### src/rtl/core/cdt_pkg.sv
// Shared constants and types for the countdown timer with keys.
// Holds field widths, register map, reset values and digit-split constants.
// No dependencies.
`default_nettype none

package cdt_pkg;

  localparam int CountW  = 13;
  localparam int TpsW    = 4;
  localparam int DebW    = 2;
  localparam int KeyW    = 3;
  localparam int PaddrW  = 4;
  localparam int PdataW  = 32;
  localparam int RegIdxW = 2;

  // Register map, word index = paddr[3:2]
  localparam logic [RegIdxW-1:0] RegPresetShort = 2'd0;
  localparam logic [RegIdxW-1:0] RegPresetLong  = 2'd1;
  localparam logic [RegIdxW-1:0] RegTicksPerSec = 2'd2;
  localparam logic [RegIdxW-1:0] RegDebounce    = 2'd3;

  localparam logic [CountW-1:0] PresetShortRst = 13'd300;
  localparam logic [CountW-1:0] PresetLongRst  = 13'd900;
  localparam logic [TpsW-1:0]   TicksPerSecRst = 4'd4;
  localparam logic [DebW-1:0]   DebounceRst    = 2'd2;

  // Item kinds
  localparam logic ReqTick = 1'b0;
  localparam logic ReqKeys = 1'b1;

  // Key bit positions
  localparam int KeyReset = 0;
  localparam int KeyStop  = 1;
  localparam int KeyStart = 2;

  // Reciprocals scaled by 2**RecipShift, rounded up; exact over 13-bit counts
  localparam int RecipShift = 24;
  localparam logic [14:0] Recip600 = 15'd27963;
  localparam logic [18:0] Recip60  = 19'd279621;
  localparam logic [20:0] Recip10  = 21'd1677722;

  typedef struct packed {
    logic running;
    logic colon_on;
    logic alarm;
    logic long_selected;
  } cdt_flags_t;

endpackage

`default_nettype wire

### src/rtl/core/countdown_timer_with_keys_top.sv
// Countdown timer with debounced keys, top level.
// Depends on cdt_pkg for widths, register map and digit constants.
//
// Usage:
//   Input channel (in_valid, in_stall, req_type, keys): each transfer is one
//   timebase tick (req_type 0) or one sample of the three keys (req_type 1).
//   Output channel (out_valid, out_stall, remaining, digits, flags): one
//   transfer per input item, showing the timer state after that item.
//   Configuration over the APB port: preset_short at 0x0, preset_long at 0x4,
//   ticks_per_second at 0x8, debounce_ticks at 0xC; write only while idle.
// Timing:
//   The timer state updates at the edge that takes the item, which also loads
//   snapshot register a; the result then goes through reciprocal-multiply
//   stage b and digit stage c. One item per cycle is taken while out_stall
//   stays low; the three pipeline registers are stages a, b and c.
// Reset (rst, synchronous): registers return to their defaults, the count
//   loads 300, the colon is lit and the output channel empties.
// Stall: a stalled result holds in the output register; items keep entering
//   until all three stages are full, then in_stall rises.
`default_nettype none

module countdown_timer_with_keys_top (
  input  wire logic                        clk,
  input  wire logic                        rst,
  // APB configuration port
  input  wire logic                        psel,
  input  wire logic                        penable,
  input  wire logic                        pwrite,
  input  wire logic [cdt_pkg::PaddrW-1:0]  paddr,
  input  wire logic [cdt_pkg::PdataW-1:0]  pwdata,
  output logic      [cdt_pkg::PdataW-1:0]  prdata,
  output logic                             pready,
  // input items
  input  wire logic                        in_valid,
  output logic                             in_stall,
  input  wire logic                        req_type,
  input  wire logic [cdt_pkg::KeyW-1:0]    keys,
  // results
  output logic                             out_valid,
  input  wire logic                        out_stall,
  output logic      [cdt_pkg::CountW-1:0]  remaining,
  output logic      [3:0]                  min_tens,
  output logic      [3:0]                  min_units,
  output logic      [2:0]                  sec_tens,
  output logic      [3:0]                  sec_units,
  output logic                             running,
  output logic                             colon_on,
  output logic                             alarm,
  output logic                             long_selected
);
  import cdt_pkg::*;

  // configuration registers
  logic [CountW-1:0] preset_short;
  logic [CountW-1:0] preset_long;
  logic [TpsW-1:0]   ticks_per_second;
  logic [DebW-1:0]   debounce_ticks;

  // timer state
  logic [CountW-1:0] count_left,     count_left_next;
  logic              use_long,       use_long_next;
  logic              run_flag,       run_flag_next;
  logic              alarm_flag,     alarm_flag_next;
  logic              colon_flag,     colon_flag_next;
  logic [TpsW-1:0]   tick_phase,     tick_phase_next;
  logic [DebW-1:0]   debounce_count, debounce_count_next;
  logic [KeyW-1:0]   last_keys,      last_keys_next;
  logic              key_held,       key_held_next;

  logic [TpsW-1:0]   phase_inc;
  logic [CountW-1:0] preset_cur;
  logic [CountW-1:0] preset_other;

  // pipeline
  logic              accept;
  logic              a_valid, b_valid, c_valid;
  logic              a_load, b_load, c_load;
  logic [CountW-1:0] a_count, b_count;
  cdt_flags_t        a_flags, b_flags, c_flags;
  logic [3:0]        b_q600;
  logic [7:0]        b_q60;
  logic [9:0]        b_q10;
  logic [27:0]       prod600;
  logic [31:0]       prod60;
  logic [33:0]       prod10;
  logic [7:0]        q600_x10;
  logic [9:0]        q60_x6;
  logic [13:0]       q10_x10;
  logic              cfg_write;

  // ---------------- configuration port ----------------
  assign pready    = 1'b1;
  assign cfg_write = psel && penable && pwrite && pready;

  always_comb begin
    unique case (paddr[PaddrW-1:2])
      RegPresetShort: prdata = PdataW'(preset_short);
      RegPresetLong:  prdata = PdataW'(preset_long);
      RegTicksPerSec: prdata = PdataW'(ticks_per_second);
      RegDebounce:    prdata = PdataW'(debounce_ticks);
      default:        prdata = '0;
    endcase
  end

  always_ff @(posedge clk) begin
    if (rst) begin
      preset_short     <= PresetShortRst;
      preset_long      <= PresetLongRst;
      ticks_per_second <= TicksPerSecRst;
      debounce_ticks   <= DebounceRst;
    end else if (cfg_write) begin
      unique case (paddr[PaddrW-1:2])
        RegPresetShort: preset_short     <= pwdata[CountW-1:0];
        RegPresetLong:  preset_long      <= pwdata[CountW-1:0];
        RegTicksPerSec: ticks_per_second <= pwdata[TpsW-1:0];
        RegDebounce:    debounce_ticks   <= pwdata[DebW-1:0];
        default: ;
      endcase
    end
  end

  // ---------------- pipeline control ----------------
  assign c_load   = !c_valid || !out_stall;
  assign b_load   = !b_valid || c_load;
  assign a_load   = !a_valid || b_load;
  assign in_stall = !a_load;
  assign accept   = in_valid && !in_stall;

  // ---------------- timer state update ----------------
  assign phase_inc    = tick_phase + TpsW'(1);
  assign preset_cur   = use_long ? preset_long : preset_short;
  assign preset_other = use_long ? preset_short : preset_long;

  always_comb begin
    count_left_next     = count_left;
    use_long_next       = use_long;
    run_flag_next       = run_flag;
    alarm_flag_next     = alarm_flag;
    colon_flag_next     = colon_flag;
    tick_phase_next     = tick_phase;
    debounce_count_next = debounce_count;
    last_keys_next      = last_keys;
    key_held_next       = key_held;

    if (accept) begin
      if (req_type == ReqTick) begin
        if (phase_inc >= ticks_per_second) begin
          tick_phase_next = '0;
          if (run_flag) begin
            if (count_left != '0) begin
              count_left_next = count_left - CountW'(1);
            end
            if (count_left_next == '0) begin
              run_flag_next   = 1'b0;
              alarm_flag_next = 1'b1;
            end
            colon_flag_next = 1'b1;
          end
        end else begin
          tick_phase_next = phase_inc;
        end
        // blank the colon at the half-second point
        if ((tick_phase_next == (ticks_per_second >> 1)) && run_flag_next) begin
          colon_flag_next = 1'b0;
        end
        if (debounce_count != '0) begin
          debounce_count_next = debounce_count - DebW'(1);
        end
      end else begin
        if (keys != last_keys) begin
          // restart debounce on any change
          debounce_count_next = debounce_ticks;
          last_keys_next      = keys;
        end else if (debounce_count == '0) begin
          if (key_held) begin
            if (keys == '0) begin
              key_held_next = 1'b0;
            end
          end else if (keys != '0) begin
            key_held_next = 1'b1;
            priority if (keys[KeyReset]) begin
              if (!run_flag) begin
                if (count_left != preset_cur) begin
                  count_left_next = preset_cur;
                  alarm_flag_next = 1'b0;
                end else begin
                  use_long_next   = !use_long;
                  count_left_next = preset_other;
                end
                if (count_left_next == '0) begin
                  alarm_flag_next = 1'b1;
                end
              end
              colon_flag_next = 1'b1;
            end else if (keys[KeyStop]) begin
              if (run_flag) begin
                run_flag_next = 1'b0;
                if (count_left == '0) begin
                  alarm_flag_next = 1'b1;
                end
              end
            end else begin
              if (!run_flag && (count_left != '0)) begin
                run_flag_next = 1'b1;
              end
            end
          end
        end
      end
    end
  end

  always_ff @(posedge clk) begin
    if (rst) begin
      count_left     <= PresetShortRst;
      use_long       <= 1'b0;
      run_flag       <= 1'b0;
      alarm_flag     <= 1'b0;
      colon_flag     <= 1'b1;
      tick_phase     <= '0;
      debounce_count <= '0;
      last_keys      <= '0;
      key_held       <= 1'b0;
    end else begin
      count_left     <= count_left_next;
      use_long       <= use_long_next;
      run_flag       <= run_flag_next;
      alarm_flag     <= alarm_flag_next;
      colon_flag     <= colon_flag_next;
      tick_phase     <= tick_phase_next;
      debounce_count <= debounce_count_next;
      last_keys      <= last_keys_next;
      key_held       <= key_held_next;
    end
  end

  // ---------------- stage a: snapshot of the new state ----------------
  always_ff @(posedge clk) begin
    if (rst) begin
      a_valid <= 1'b0;
    end else if (a_load) begin
      a_valid <= accept;
    end
  end

  always_ff @(posedge clk) begin
    if (accept) begin
      a_count               <= count_left_next;
      a_flags.running       <= run_flag_next;
      a_flags.colon_on      <= colon_flag_next;
      a_flags.alarm         <= alarm_flag_next;
      a_flags.long_selected <= use_long_next;
    end
  end

  // ---------------- stage b: quotients by reciprocal multiply ----------------
  assign prod600 = 28'(a_count) * 28'(Recip600);
  assign prod60  = 32'(a_count) * 32'(Recip60);
  assign prod10  = 34'(a_count) * 34'(Recip10);

  always_ff @(posedge clk) begin
    if (rst) begin
      b_valid <= 1'b0;
    end else if (b_load) begin
      b_valid <= a_valid;
    end
  end

  always_ff @(posedge clk) begin
    if (b_load && a_valid) begin
      b_count <= a_count;
      b_flags <= a_flags;
      b_q600  <= prod600[RecipShift+3:RecipShift];
      b_q60   <= prod60[RecipShift+7:RecipShift];
      b_q10   <= prod10[RecipShift+9:RecipShift];
    end
  end

  // ---------------- stage c: digits, output register ----------------
  assign q600_x10 = 8'(b_q600) * 8'd10;
  assign q60_x6   = 10'(b_q60) * 10'd6;
  assign q10_x10  = 14'(b_q10) * 14'd10;

  always_ff @(posedge clk) begin
    if (rst) begin
      c_valid <= 1'b0;
    end else if (c_load) begin
      c_valid <= b_valid;
    end
  end

  always_ff @(posedge clk) begin
    if (c_load && b_valid) begin
      remaining <= b_count;
      min_tens  <= b_q600;
      min_units <= 4'(b_q60 - q600_x10);
      sec_tens  <= 3'(b_q10 - q60_x6);
      sec_units <= 4'(14'(b_count) - q10_x10);
      c_flags   <= b_flags;
    end
  end

  assign out_valid     = c_valid;
  assign running       = c_flags.running;
  assign colon_on      = c_flags.colon_on;
  assign alarm         = c_flags.alarm;
  assign long_selected = c_flags.long_selected;

  // ---------------- assertions ----------------
  a_run_nonzero: assert property (@(posedge clk) disable iff (rst)
    run_flag |-> (count_left != '0))
    else $error("timer running at zero count");

  a_digits_range: assert property (@(posedge clk) disable iff (rst)
    out_valid |-> ((min_units <= 4'd9) && (sec_tens <= 3'd5) && (sec_units <= 4'd9)))
    else $error("digit out of range");

  a_digits_sum: assert property (@(posedge clk) disable iff (rst)
    out_valid |-> (16'(remaining) ==
      16'(min_tens) * 16'd600 + 16'(min_units) * 16'd60 +
      16'(sec_tens) * 16'd10 + 16'(sec_units)))
    else $error("digits do not add up to remaining");

  a_full_stall: assert property (@(posedge clk) disable iff (rst)
    (a_valid && b_valid && c_valid && out_stall) |-> in_stall)
    else $error("item taken into a full pipeline");

endmodule

`default_nettype wire

### config.mk
export PLATFORM = sky130hd
export DESIGN_NAME = countdown_timer_with_keys_top
export DESIGN_NICKNAME = d
export VERILOG_FILES = /design/src/rtl/core/cdt_pkg.sv /design/src/rtl/core/countdown_timer_with_keys_top.sv
export SDC_FILE = /design/constraint.sdc
export NUM_CORES = 1
export LEC_CHECK = 0
export ABC_AREA = 1
export BUFFER_PORTS_ARGS = -buffer_cell sky130_fd_sc_hd__buf_2
export CAP_MARGIN = 20
export CORE_ASPECT_RATIO = 1.2
export CORE_UTILIZATION = 55
export CTS_CLUSTER_SIZE = 14
export DETAILED_ROUTE_END_ITERATION = 16
export HOLD_SLACK_MARGIN = 0.08
export PLACE_DENSITY = 0.85
export SYNTH_ARGS = -nofsm -noshare
export SYNTH_HDL_FRONTEND = slang
export SYNTH_SLANG_ARGS = --single-unit
### constraint.sdc
create_clock -name clk -period 8.7 [get_ports clk]
set_input_delay 0.87 -clock clk [delete_from_list [all_inputs] [get_ports clk]]
set_output_delay 0.87 -clock clk [all_outputs]
set_load 0.005 [all_outputs]
==> results.txt <==
----------------------------------------------------
[Route]
  Number of detailed-route iterations in the first pass ... 7
  Detailed-route wire length ... 35.3 mm
  DRC marker count from the first detailed-route iteration ... 780
  Via density per instance ... ~5.5
  Per-cell routed wire length ... roughly 17 um
  Drc violations ... 0
  Remaining antenna violation count ... 0
  Via total after detailed routing ... 11.5k

[Logic synthesis]
  Netlist cell types ... between 40 and 50
  Post-Syn Area ... approximately 15000 um2
  Ys async rst share ... 0%
  Synthesis-stage register bit count ... roughly 140
  Most used standard cell by instance count after synthesis ... sky130_fd_sc_hd__inv_1
  Dominant synthesized flop cell ... sky130_fd_sc_hd__edfxtp_1
  Proportion of synthesized chip area in sequential cells ... 24.3%
  Count of mapped cells out of synthesis ... between 1.5k and 2k
  Syn avg cell area ... between 8 and 9 um2
  Cell type contributing the most total cell area after synthesis ... sky130_fd_sc_hd__fa_1
  Number of synthesized flops with an enable pin ... 76
  Share of the synthesized area in the top cell type ... 19.7%
  Warnings, synthesis ... 0
  Most frequent cells after synthesis ... sky130_fd_sc_hd__inv_1 (392), sky130_fd_sc_hd__nand2_1 (278), sky130_fd_sc_hd__ha_1 (200)
  Top cells by area, synth ... sky130_fd_sc_hd__fa_1 (20%), sky130_fd_sc_hd__ha_1 (17%), sky130_fd_sc_hd__edfxtp_1 (16%)

[STA]
  Worst Max-Slew Pin Slew ... 0.860 ns
  Highest clock frequency the design can meet ... 183 MHz
  Count of endpoints failing hold in the final timing report ... 0
  Headroom to the max-slew limit ... about 43%
  Setup TNS ... 0 ns
  Worst Hold Slack ... around 0.42 ns
  Final max-slew violation count ... 0
  Setup repair after global routing missed its margin ... no
  Final period demand of the worst path ... 5.46 ns
  Worst setup skew after layout ... 0.0109 ns
  Total of endpoints with negative setup slack in the final report ... 0
  Final clock period utilization by the worst path ... 62.7%

[Place]
  Post-detail-place hpwl ... 28.6 mm
  RePlAce Congestion ... 0.963
  IO Port Bufs ... 72

[Power and ir drop]
  Relative contribution of the clock network to total power ... 19.9%
  Register share of total power ... 21.6%
  Net switching power figure ... roughly 1700 uW
  Cell internal pwr ... 2040 uW
  Cell leakage power ... 0.00801 uW
  Net Sw Frac ... 45.7%
  Combinational power share ... approximately 60%
  Power per cell area ... 238 nW/um2
  Max rail drop VDD ... between 150 and 200 uV

[Clocking]
  Max clock buf depth ... 2
  Number of clock sinks seen by CTS ... 138
  Register clock-pin slew on the reported worst setup and hold paths ... 0.07 ns
  Clock tree from TritonCTS ... yes
  Cell at the root of the clock tree ... sky130_fd_sc_hd__clkbuf_16
  Source-to-sink clock delay at the later pin of the worst-skew pair ... approximately 0.45 ns
  Post-CTS Repair Setup Buffers ... 0
  CTS-repair resized insts ... 0
  Maximum level of the CTS H-tree ... 4
  Count of hold buffers inserted by post-cts repair ... 0
  Total CTS buffers ... 17

[Global route]
  Vias in the first global route ... 12.0k
  Remaining global-route overflow ... 0
  Pin count of the biggest net entering global routing ... 43
  Combined global-route utilization of all metal layers ... 27.4%
  First-pass GRT wire length ... 57.5 mm
  Initial antenna violation count ... 0

[Floorplanning]
  Core outline area ... 25700 um2
  Die Footprint ... 27000 um2
  Core Rows ... 64
  Initial Util ... 56.4%
  Horiz. Die Dim ... 150 um
  I/O pin count ... around 110
  Chip height ... 180 um

[Run]
  Reported max-cap violation count ... 0

[Setup path]
  Kind of launch point of the worst setup path ... flop
  CP endpoint kind ... flop
  Worst Path Required ... between 8 and 9 ns
  Largest fanout on the critical path ... 12
  CP arrival ... 5.64 ns
  Type of the worst setup path ... reg2reg

[Finish]
  Final net count ... 2163
  Ant. Diodes ... 0
  Footprint of the multi-input gates ... 9290 um2
  Area Growth Syn to Fin ... 8.72%
  Layout cell share with drive strength beyond 1 ... 7.00%
  Area taken by flip-flops and latches ... roughly 3500 um2
  Number of filler cells placed in the layout ... 2082

[Outcome]
  Result of the run ... finished clean

[Worst hold path]
  Worst min-delay path category ... reg2reg

----------------------------------------------------
-- per-layer routing --
metal  share of wire [%]  GRT usage [%]  up-vias  wire length, um
met5                   0              0        -                0
met4                 5.2           14.2        0             1830
met3                 4.7           4.21      123             1650
met2                  52           50.1      375            18400
met1                  38           30.0     5482            13400
li1                    -              -     5564                -
-- through the flow --
stage	instance area [um2]	power, uW	util, %	instances	setup WS, ns
floorplan	14600	2450	-	1718	3.99
global placement	15100	2910	58.8	2082	3.30
detailed placement	15100	2990	58.8	2082	3.26
CTS	15700	3750	61.1	2114	3.26
global route	15800	4100	61.3	2116	2.99
finish	15800	3760	61.3	2116	3.24
-- critical path, stage by stage, from the launching register on --
cell and delay, ns:
sky130_fd_sc_hd__edfxtp_1 0.73, sky130_fd_sc_hd__ha_1 0.59, sky130_fd_sc_hd__inv_1 0.13, sky130_fd_sc_hd__fa_1 0.43
sky130_fd_sc_hd__fa_1 0.59, sky130_fd_sc_hd__inv_1 0.11, sky130_fd_sc_hd__fa_1 0.54, sky130_fd_sc_hd__inv_1 0.05
sky130_fd_sc_hd__fa_1 0.53, sky130_fd_sc_hd__inv_1 0.05, sky130_fd_sc_hd__ha_1 0.37, sky130_fd_sc_hd__inv_1 0.08
sky130_fd_sc_hd__nor3_1 0.23, sky130_fd_sc_hd__nor3b_1 0.28, sky130_fd_sc_hd__nand3_1 0.10, sky130_fd_sc_hd__o211ai_1 0.27
sky130_fd_sc_hd__xor2_1 0.11
-- final cells by class --
type,count,share of cell area (%)
tap,330,2.62
clock buffer,17,2.70
clock inverter,15,1.13
multi-input combinational,1141,58.9
timing repair buffer,78,2.83
sequential,138,22.3
inverter,397,9.45
-- power by group through the flow --
stage                     combinational [uW]  sequential [uW]  clock [uW]
final                                   2200              812         749
after global routing                    2500              817         778
after CTS                               2190              813         749
after detailed placement                2160              827           0
after global placement                  2090              824           0
after floorplan                         1640              809           0
-- final timing paths --
| path | from | endpoint | slack [ns] | cells after the start |
|---|---|---|---|---|
| hold / removal | b_count[6] | remaining[6] | 0.42 | 0 |
| setup reg to reg | a_count[7] | b_q10[2] | 3.24 | 16 |
| setup / recovery | a_count[7] | b_q10[2] | 3.24 | 16 |
| hold reg to reg | b_count[6] | remaining[6] | 0.42 | 0 |
-- cells in the final DEF (no fill, tap or decap), drive strengths merged, types with 2 or more instances in the layout --
master   synthesis  final
a211o            2      2
a211oi           9      9
a21o             5      5
a21oi           87     87
a31o             2      2
a31oi            2      2
buf             29     78
clkbuf          13     17
clkinv           2      7
conb             2     20
dfxtp           62     62
edfxtp          76     76
fa             143    143
ha             200    200
inv            395    404
nand2          278    278
nand3           77     77
nand4           15     15
nor2           106    106
nor3            16     16
nor3b            2      2
nor4             3      3
o2111ai          4      4
o211a            3      3
o211ai          21     21
o21ai           70     70
o21bai           2      2
o221ai           6      6
o22ai           12     12
o31ai            2      2
or2              3      3
xnor2           16     16
xor2            27     27
-- registers in the layout (all words and copies together) (netlist names), 13 cells and up --
register / flops
preset_short: 13
remaining: 13
b_count: 13
a_count: 13
preset_long: 13
count_left: 13
-- cell families (layout without fill, tap and decap cells) --
family	after synthesis	count (layout)	synth area share, %
AOI/OAI and AO/OA	234	234	9.51
adders and majority gates	343	343	37.0
DFF	138	138	24.3
buffers and inverters	439	507	12.1
xor gates and xnor gates	43	43	2.60
and+or+nand+nor	501	501	14.4
other	2	20	0.0518
Power figures use the tool's default switching activity.
